<file path="src/rtl/core/hsb_pkg.sv">
// ----------------------------------------------------------------------------
// hsb_pkg: shared types and constants for the RGB to HSB converter
// Pixel and result payloads, the per-stage divider lane and pipeline record,
// and the shift-subtract step used by every divider stage.
// ----------------------------------------------------------------------------
package hsb_pkg;

  localparam int CHAN_W = 8;
  localparam int OUT_W  = 16;

  // Divisors are kept doubled, so the first step of the long division yields
  // the integer bit. The hue divisor 2*6*d reaches 3060, so it needs 12 bits.
  localparam int DEN_W = 12;

  // Three steps in each of six stages give 18 quotient bits; the last bit is
  // an extra fraction bit that is dropped at the output.
  localparam int DIV_STEPS  = 3;
  localparam int DIV_STAGES = 6;
  localparam int QUOT_W     = DIV_STEPS * DIV_STAGES;

  // Multiplier for an exact floor(y / 255) on 16-bit y: (y * 0x8081) >> 23.
  localparam logic [15:0] BRIGHT_RECIP = 16'h8081;

  typedef struct packed {
    logic [CHAN_W-1:0] red;
    logic [CHAN_W-1:0] green;
    logic [CHAN_W-1:0] blue;
  } pixel_t;

  typedef struct packed {
    logic [OUT_W-1:0] hue;
    logic [OUT_W-1:0] saturation;
    logic [OUT_W-1:0] brightness;
  } result_t;

  typedef struct packed {
    logic [DEN_W-1:0]  rem;
    logic [DEN_W-1:0]  den;
    logic [QUOT_W-1:0] quot;
  } lane_t;

  typedef struct packed {
    logic              valid;
    lane_t             hue;
    lane_t             sat;
    logic [CHAN_W-1:0] vmax;
  } pipe_t;

  // Runs DIV_STEPS restoring-division steps on one lane. The remainder always
  // stays below the divisor, so the doubled value fits in DEN_W+1 bits.
  function automatic lane_t div_steps(input lane_t lane_in);
    lane_t           lane;
    logic [DEN_W:0]  shifted;
    logic            qbit;
    lane = lane_in;
    for (int i = 0; i < DIV_STEPS; i++) begin
      shifted = {lane.rem, 1'b0};
      qbit    = (shifted >= {1'b0, lane.den});
      if (qbit) begin
        shifted = shifted - {1'b0, lane.den};
      end
      lane.rem  = shifted[DEN_W-1:0];
      lane.quot = {lane.quot[QUOT_W-2:0], qbit};
    end
    return lane;
  endfunction

endpackage

</file>
<file path="src/rtl/core/hsb_front.sv">
// ----------------------------------------------------------------------------
// hsb_front: channel analysis stage
// Finds max, min and their spread, forms the hue sector numerator and sets up
// the hue and saturation divider lanes.
// ----------------------------------------------------------------------------
module hsb_front (
  input  logic            clk,
  input  logic            rst,
  input  logic            in_valid,
  input  hsb_pkg::pixel_t pixel,
  output hsb_pkg::pipe_t  stage
);

  logic [hsb_pkg::CHAN_W-1:0] vmax;
  logic [hsb_pkg::CHAN_W-1:0] vmin;
  logic [hsb_pkg::CHAN_W-1:0] spread;
  logic [10:0]                six_d;
  logic [10:0]                numer;
  hsb_pkg::pipe_t             stage_next;

  always_comb begin
    vmax = (pixel.red > pixel.green) ? pixel.red : pixel.green;
    vmin = (pixel.red < pixel.green) ? pixel.red : pixel.green;
    if (pixel.blue > vmax) begin
      vmax = pixel.blue;
    end
    if (pixel.blue < vmin) begin
      vmin = pixel.blue;
    end
    spread = vmax - vmin;
    six_d  = {1'b0, spread, 2'b00} + {2'b00, spread, 1'b0};

    // Only the red sector can go negative; it wraps by one full turn.
    if (pixel.red == vmax) begin
      if (pixel.green >= pixel.blue) begin
        numer = {3'b000, pixel.green - pixel.blue};
      end else begin
        numer = six_d - {3'b000, pixel.blue - pixel.green};
      end
    end else if (pixel.green == vmax) begin
      numer = {2'b00, spread, 1'b0} + {3'b000, pixel.blue} - {3'b000, pixel.red};
    end else begin
      numer = {1'b0, spread, 2'b00} + {3'b000, pixel.red} - {3'b000, pixel.green};
    end

    stage_next.valid = in_valid;
    stage_next.vmax  = vmax;

    // A grey or black pixel gets a zero numerator over a nonzero divisor,
    // which makes its quotient zero.
    stage_next.hue.rem  = {1'b0, numer};
    stage_next.hue.den  = (spread == '0) ? hsb_pkg::DEN_W'(2) : {six_d, 1'b0};
    stage_next.hue.quot = '0;

    stage_next.sat.rem  = {4'b0000, spread};
    stage_next.sat.den  = (vmax == '0) ? hsb_pkg::DEN_W'(2) : {3'b000, vmax, 1'b0};
    stage_next.sat.quot = '0;
  end

  always_ff @(posedge clk) begin
    if (rst) begin
      stage.valid <= 1'b0;
    end else begin
      stage.valid <= stage_next.valid;
    end
    stage.hue  <= stage_next.hue;
    stage.sat  <= stage_next.sat;
    stage.vmax <= stage_next.vmax;
  end

endmodule

</file>
<file path="src/rtl/core/hsb_div_stage.sv">
// ----------------------------------------------------------------------------
// hsb_div_stage: one stage of the pipelined dividers
// Advances the hue and saturation lanes by DIV_STEPS quotient bits each.
// ----------------------------------------------------------------------------
module hsb_div_stage (
  input  logic           clk,
  input  logic           rst,
  input  hsb_pkg::pipe_t stage_in,
  output hsb_pkg::pipe_t stage_out
);

  always_ff @(posedge clk) begin
    if (rst) begin
      stage_out.valid <= 1'b0;
    end else begin
      stage_out.valid <= stage_in.valid;
    end
    stage_out.hue  <= hsb_pkg::div_steps(stage_in.hue);
    stage_out.sat  <= hsb_pkg::div_steps(stage_in.sat);
    stage_out.vmax <= stage_in.vmax;
  end

endmodule

</file>
<file path="src/rtl/core/hsb_back.sv">
// ----------------------------------------------------------------------------
// hsb_back: output stage
// Trims the quotients to their output formats, computes brightness and
// registers the result with its strobe.
// ----------------------------------------------------------------------------
module hsb_back (
  input  logic             clk,
  input  logic             rst,
  input  hsb_pkg::pipe_t   stage,
  output logic             done,
  output hsb_pkg::result_t result
);

  logic [23:0]        bright_prod;
  hsb_pkg::result_t   result_next;

  always_comb begin
    // max*32768/255 = max*128 + floor(max*128/255).
    bright_prod = {16'h0000, stage.vmax} * {8'h00, hsb_pkg::BRIGHT_RECIP};

    result_next.hue        = stage.hue.quot[16:1];
    result_next.saturation = stage.sat.quot[17:2];
    result_next.brightness = {1'b0, stage.vmax, 7'b0000000} + {8'h00, bright_prod[23:16]};
  end

  always_ff @(posedge clk) begin
    if (rst) begin
      done <= 1'b0;
    end else begin
      done <= stage.valid;
    end
  end

  always_ff @(posedge clk) begin
    result <= result_next;
  end

endmodule

</file>
<file path="src/rtl/core/rgb_to_hsb_converter.sv">
// ----------------------------------------------------------------------------
// rgb_to_hsb_converter: RGB pixel to hue, saturation and brightness
// The done strobe and the result are registered together in the output
// stage. One pixel is taken every clock cycle and busy never rises. The
// receiver cannot stall, so results leave on the strobe alone. A synchronous
// reset clears only the valid bits of the pipeline.
// ----------------------------------------------------------------------------
//
// The pipeline has eight register stages:
//   1. Front stage: finds the largest and smallest channel and their spread,
//      chooses the hue sector from the channel that holds the maximum (red
//      wins ties over green, green over blue) and builds the sector
//      numerator, wrapped into one full turn. It also loads both divider
//      lanes. Divisors are stored doubled, so the first division step
//      produces the integer bit of the quotient.
//   2-7. Six divider stages, each doing three restoring shift-subtract steps
//      on the hue lane (numerator over 6*spread) and on the saturation lane
//      (spread over max) side by side. Eighteen quotient bits come out; the
//      hue keeps sixteen fraction bits and saturation keeps its integer bit
//      and fifteen fraction bits, which gives truncation toward zero.
//   8. Output stage: trims the quotients and computes brightness as
//      max*32768/255 with a reciprocal multiply, then registers the result.
//
// Grey and black pixels enter the dividers with a zero numerator over a
// nonzero divisor, so their hue and saturation come out zero
// without any side flags. No result follows reset until a new request.
module rgb_to_hsb_converter (
  input  logic             clk,
  input  logic             rst,
  input  logic             start,
  output logic             busy,
  input  hsb_pkg::pixel_t  pixel,
  output logic             done,
  output hsb_pkg::result_t result
);

  hsb_pkg::pipe_t chain [hsb_pkg::DIV_STAGES+1];

  // The pipeline never stalls, so every request is taken.
  assign busy = 1'b0;

  hsb_front u_front (
    .clk      (clk),
    .rst      (rst),
    .in_valid (start),
    .pixel    (pixel),
    .stage    (chain[0])
  );

  for (genvar s = 0; s < hsb_pkg::DIV_STAGES; s++) begin : g_div
    hsb_div_stage u_div_stage (
      .clk       (clk),
      .rst       (rst),
      .stage_in  (chain[s]),
      .stage_out (chain[s+1])
    );
  end

  hsb_back u_back (
    .clk    (clk),
    .rst    (rst),
    .stage  (chain[hsb_pkg::DIV_STAGES]),
    .done   (done),
    .result (result)
  );

endmodule
</file>
<file path="config.mk">
export PLATFORM = sky130hd
export DESIGN_NAME = rgb_to_hsb_converter
export DESIGN_NICKNAME = d
export VERILOG_FILES = /design/src/rtl/core/hsb_pkg.sv /design/src/rtl/core/hsb_front.sv /design/src/rtl/core/hsb_div_stage.sv /design/src/rtl/core/hsb_back.sv /design/src/rtl/core/rgb_to_hsb_converter.sv
export SDC_FILE = /design/constraint.sdc
export NUM_CORES = 1
export LEC_CHECK = 0
export BUFFER_PORTS_ARGS = -buffer_cell sky130_fd_sc_hd__buf_2
export CAP_MARGIN = 20
export CORE_MARGIN = 2
export CORE_UTILIZATION = 36
export CTS_CLUSTER_SIZE = 40
export DETAILED_ROUTE_END_ITERATION = 8
export HOLD_SLACK_MARGIN = 0.1
export MAX_ROUTING_LAYER = met4
export PLACE_DENSITY = 0.61
export SYNTH_ARGS = -nofsm -noshare
export SYNTH_HDL_FRONTEND = slang
export SYNTH_HIERARCHICAL = 1
export SYNTH_SLANG_ARGS = --single-unit
export TNS_END_PERCENT = 100
</file>
<file path="constraint.sdc">
create_clock -name clk -period 8.4 [get_ports clk]
set_input_delay 0.42 -clock clk [delete_from_list [all_inputs] [get_ports clk]]
set_output_delay 0.42 -clock clk [all_outputs]
set_load 0.005 [all_outputs]
</file>
==> Word-level counts from Yosys, hierarchy flattened <==
Index checks and enable logic that the tools add are counted.
Widths: inputs -> output; s select.
{ "op_classes": {"add_sub_neg": 44, "n_mux": 41, "div": 0, "n_mul": 1, "reduce_logical": 2, "n_lt_le_gt_ge": 41, "n_bitwise": 0, "n_shift": 0, "n_eq_ne": 2} }
{ "op_table": {"columns": ["cell", "n"], "rows": [
  ["$ge 13x12->1", 34],
  ["$mux 12", 34],
  ["$sub 12x12->12", 33],
  ["$mux 11", 3],
  ["$sub 11x8->11", 3],
  ["$mux 8", 4],
  ["$mul 8x16->24 const B", 1],
  ["$sub 8x8->8", 3],
  ["$add 15x8->16", 1],
  ["$eq 8x8->1", 2],
  ["$gt 8x8->1", 2],
  ["$logic_not 8->1", 2],
  ["$lt 8x8->1", 2],
  ["$ge 12x12->1", 1],
  ["$ge 9x12->1", 1],
  ["$sub 9x12->12", 1],
  ["$add 10x8->11", 1],
  ["$add 10x9->11", 1],
  ["$add 9x8->10", 1],
  ["$ge 8x8->1", 1]
]} }
{ "word_totals": {"input_bits": 27, "n_memories": 0, "ramBits": 0, "wordCells": 197, "latchBits": 0, "rom_bits": 0, "regBits": 515} }

==> Logic depth before layout (Yosys ltp) <==
{ "logic_depth": {"word_depth": 9, "mapped_depth": 39, "ltp_nobuf": 37} }

==> Cells and area by module <==
Netlist, hierarchy kept.
{ "modules_own_cells": {"columns": ["module", "cells_per_inst", "area_each_um2", "instances", "seq_area_each_um2"], "rows": [
  ["hsb_div_stage (g_div[1].u_div_stage ...)", 657, 5878.1, 4, 1861.8],
  ["hsb_div_stage (g_div[0].u_div_stage ...)", 674, 6078.3, 2, 1861.8],
  ["hsb_front", 710, 5879.4, 1, 940.9],
  ["hsb_back", 78, 1179.9, 1, 980.9],
  ["rgb_to_hsb_converter", 2, 11.3, 1, 0.0]
]} }

==> Least setup slack after synthesis <==
OpenSTA, ideal clock, no wires.
{ "synth_path": {"kind": "in2reg", "startpoint": "input port pixel[16] (netlist name)", "endpoint": "register u_front/stage[89] (netlist name)", "path_stages": 32, "t_arrival_ns": 7.949, "setup_ns": 0.133, "slack_ns": 0.318, "cell_sequence": "inv_1 ha_1 inv_1 fa_1 and3_1 o21ba_4 o22ai_2 mux2i_1 inv_1 ha_1 or4b_4 and2_4 o221ai_4 buf_6 clkbuf_1 nor2_1 a21oi_1 ha_1 a21oi_1 nor4_1 or2_2 ha_1 a21oi_1 and4b_1 o32ai_1 o22ai_2 xnor2_1 ha_1 nor2b_1 nor3_1 xnor2_1 o22ai_1"} }
{ "synth_lines": {"columns": ["item", "line_no", "rtl"], "rows": [
  ["from (decl)", "rgb_to_hsb_converter.sv:32", "input hsb_pkg::pixel_t pixel,"],
  ["to (decl)", "hsb_front.sv:11", "output hsb_pkg::pipe_t stage"]
]} }

==> Final worst setup path <==
{ "layout_path": {"startpoint": "register g_div[2].u_div_stage/stage_out[69] (netlist name)", "endpoint": "register g_div[3].u_div_stage/stage_out[91] (netlist name)"} }
{ "layout_via": {"elab_chain_len": 6} }
{ "layout_lines": {"columns": ["item", "line_no", "rtl"], "rows": [
  ["from (decl)", "hsb_div_stage.sv:9", "output hsb_pkg::pipe_t stage_out"],
  ["$sub 12x12->12 / $ge 13x12->1 (equally long branches)", "hsb_pkg.sv:60, hsb_pkg.sv:58", null],
  ["$mux 12", "hsb_pkg.sv:59", "if (qbit) begin"],
  ["$sub 12x12->12 / $ge 13x12->1 (equally long branches)", "hsb_pkg.sv:60, hsb_pkg.sv:58", null],
  ["$mux 12", "hsb_pkg.sv:59", null],
  ["$sub 12x12->12 / $ge 13x12->1 (equally long branches)", "hsb_pkg.sv:60, hsb_pkg.sv:58", null],
  ["$mux 12 (*)", "hsb_pkg.sv:59", null],
  ["to (decl)", "hsb_div_stage.sv:9", null]
]} }
Mark *: on every way between the ends. The rest lies on a longest branch, timed or not.
A chain may end at the register's enable or synchronous reset.

==> metrics.md <==
| Metric | Value |
|---|---|
| Crit path to | g_div[3].u_div_stage/stage_out[91]$_DFF_P_ |
| Antenna-violating nets left | 0 |
| Gate Count Post-Synth | 4,215 |
| Critical Path Stages | 24 |
| Die Ht | 324 um |
| Max Freq | 127 MHz |
| Final period util | 93.5% |
| DP HPWL | 75,000 um |
| Max stage delay on crit path | 0.69 ns |
| DR vias | 30.1k |
| Hold Crit Class | input port to flip-flop |
| DR vias/cell | 5.23 |
| Final hold vios | 0 |
| Fin cells | 5,759 |
| Clk sink count | 507 |
| R2r endpoint | g_div[3].u_div_stage/stage_out[91]$_DFF_P_ |
| Drt first pass iters | 6 |
| Commonest non-fill, non-tap cell in the layout | dfxtp_1 |
| Final Net Count | 4,854 |
| Area growth, synth to finish | 11.2% |
| Critical Path RT | 8.93 ns |
| Class of the most critical setup path | flip-flop to flip-flop |
| Initial antenna violation count | 0 |
| Design area | 41,000 um2 |
| Root cell of the clock tree | clkbuf_16 |
| Drt drc | 0 |
| Most frequent cells in the layout | dfxtp_1 (507), ha_1 (455), nor2_1 (373) |
| Die area | 105,000 um2 |
| Total Wirelength | 93,500 um |
| Worst-skew pair later-pin latency | 0.67 ns |
| Postcts setup bufs | 0 |
| Max-Cap Viols | 0 |
| Critical Path Fanout Max | 15 |
| Status | complete, no violations |
| Initial Utilization | 36.3% |
| CP cell instances | inv_1 > ha_1 > ha_1 > o311a_1 > o211a_4 > nor3_4 > inv_2 > mux2_2 > ha_1 > nand4_1 > a311o_1 > a211oi_1 > a211o_1 > or2_1 > o21ai_0 > ha_1 > o21a_1 > o31a_1 > o211ai_1 > a21oi_1 > nor4b_1 > nor2_1 > a211oi_4 > mux2_2 |
| H-tree Lvls | 2 |
| RSZ-0062 raised after global routing | false |
| Worst R2R Start | g_div[2].u_div_stage/stage_out[69]$_DFF_P_ |
| Final cell utilization of the core | 40.3% |
| Ys Warns | 6 |
| Buffers on Ports | 75 |
| Clk buf depth | 3 |
| CTS tree | built |
| Crit path buf inv count | 2 |
| Worst-path clk slew | 0.06 ns |
| Synthesized cell area | 36,900 um2 |
| Overall fraction of global-route tracks in use | 18.2% |
| Post-layout min period | 7.86 ns |
| Layout cells sized above 1 | 11.3% |
| Fin Clk Skew | 0.0458 ns |
| Slew Viols, Final | 0 |
| Max_slew headroom | 36.1% |
| Vias in the first global route | 29.4k |
| GP Congestion | 0.907 |
| DP Area | 38,900 um2 |
| FP Rows | 117 |
| Worst-Margin Slew | 0.954 ns |
| CORE AREA | 102,000 um2 |
| Initial drt markers | 1,610 |
| Placed cell count | 5,643 |
| Critical Path Most Common Cell | ha_1 |
| R2R setup slack | 0.54 ns |
| Worst R2R Path Depth | 24 |
| CP Capture Type | flip-flop |
| First-pass GRT wire length | 152,000 um |
| Final setup vio count | 0 |
| CP max-delay cell | a211oi_4 |
| Syn Area/Cell | 8.75 um2 |
| Sum Neg Setup Slack | 0 ns |
| CP arrival | 8.39 ns |
| Largest net degree at the start of global routing | 21 |
| IO Count | 77 |
| Family with the most delay on the worst path | compound AO/OA/AOI/OAI gates |
| Worst Setup SP | g_div[2].u_div_stage/stage_out[69]$_DFF_P_ |
| Die width | 324 um |
| Gr ovfl total | 0 |
| CTS buffer count | 60 |
| WL/cell | 16.2 um |
| Worst setup SP type | flip-flop |
==> layer usage <==
metal / global-route usage [%] / part of all wire, % / up-vias
met5: - / 0 / -
met4: 5.36 / 2.8 / 0
met3: 2.35 / 3.7 / 166
met2: 30.6 / 47 / 541
met1: 22.8 / 47 / 14071
li1: - / - / 15349
==> cell type report <==
class,instances,area [um2]
clock inverter,43,507
timing repair buffer,121,728
inverter,372,1400
tap,1368,1710
multi-input combinational,3278,24900
sequential,507,10100
fill,10235,60700
antenna,1,2.50
clock buffer,69,1610
==> stage by stage <==
step,hold slack (ns),worst slack (ns)
floorplan,0.310,0.318
global route,0.221,0.0754
finish,0.245,0.542
CTS,0.201,0.586
detailed placement,0.312,0.236
global placement,0.310,0.290
==> worst min-delay path by stage <==
stage                                                           from                                          to  slack (ns)  cells after the start
after floorplan                             u_front/stage[0]$_DFF_P_   g_div[0].u_div_stage/stage_out[0]$_DFF_P_        0.31                      0
after global placement    g_div[4].u_div_stage/stage_out[52]$_DFF_P_  g_div[5].u_div_stage/stage_out[55]$_DFF_P_        0.31                      0
after detailed placement   g_div[0].u_div_stage/stage_out[8]$_DFF_P_  g_div[1].u_div_stage/stage_out[11]$_DFF_P_        0.31                      0
after CTS                                                   pixel[7]                u_front/stage[34]$_SDFF_PN0_        0.20                      3
after global routing                                        pixel[7]                u_front/stage[34]$_SDFF_PN0_        0.22                      3
final                                                       pixel[7]                u_front/stage[34]$_SDFF_PN0_        0.24                      3
==> state kept, by name, indices dropped and copies added (netlist names) <==
| register | count |
|---|---|
| g_div.u_div_stage/stage_out | 411 |
| u_back/result | 48 |
| u_front/stage | 47 |
| u_back/done | 1 |
==> worst min-delay path, cell delays in order <==
cell	delay [ns]
buf_2	0.17
nor2_1	0.15
a21oi_1	0.07
==> what timing repair did <==
action	CTS	global route
hold buffers	3	0
endpoints found under the setup margin	0	8
hold endpoints to repair	8	0
gates resized for setup	0	1
Power is not shown: default switching activity piles up to over one toggle a cycle in this logic, so the estimate is an artifact.
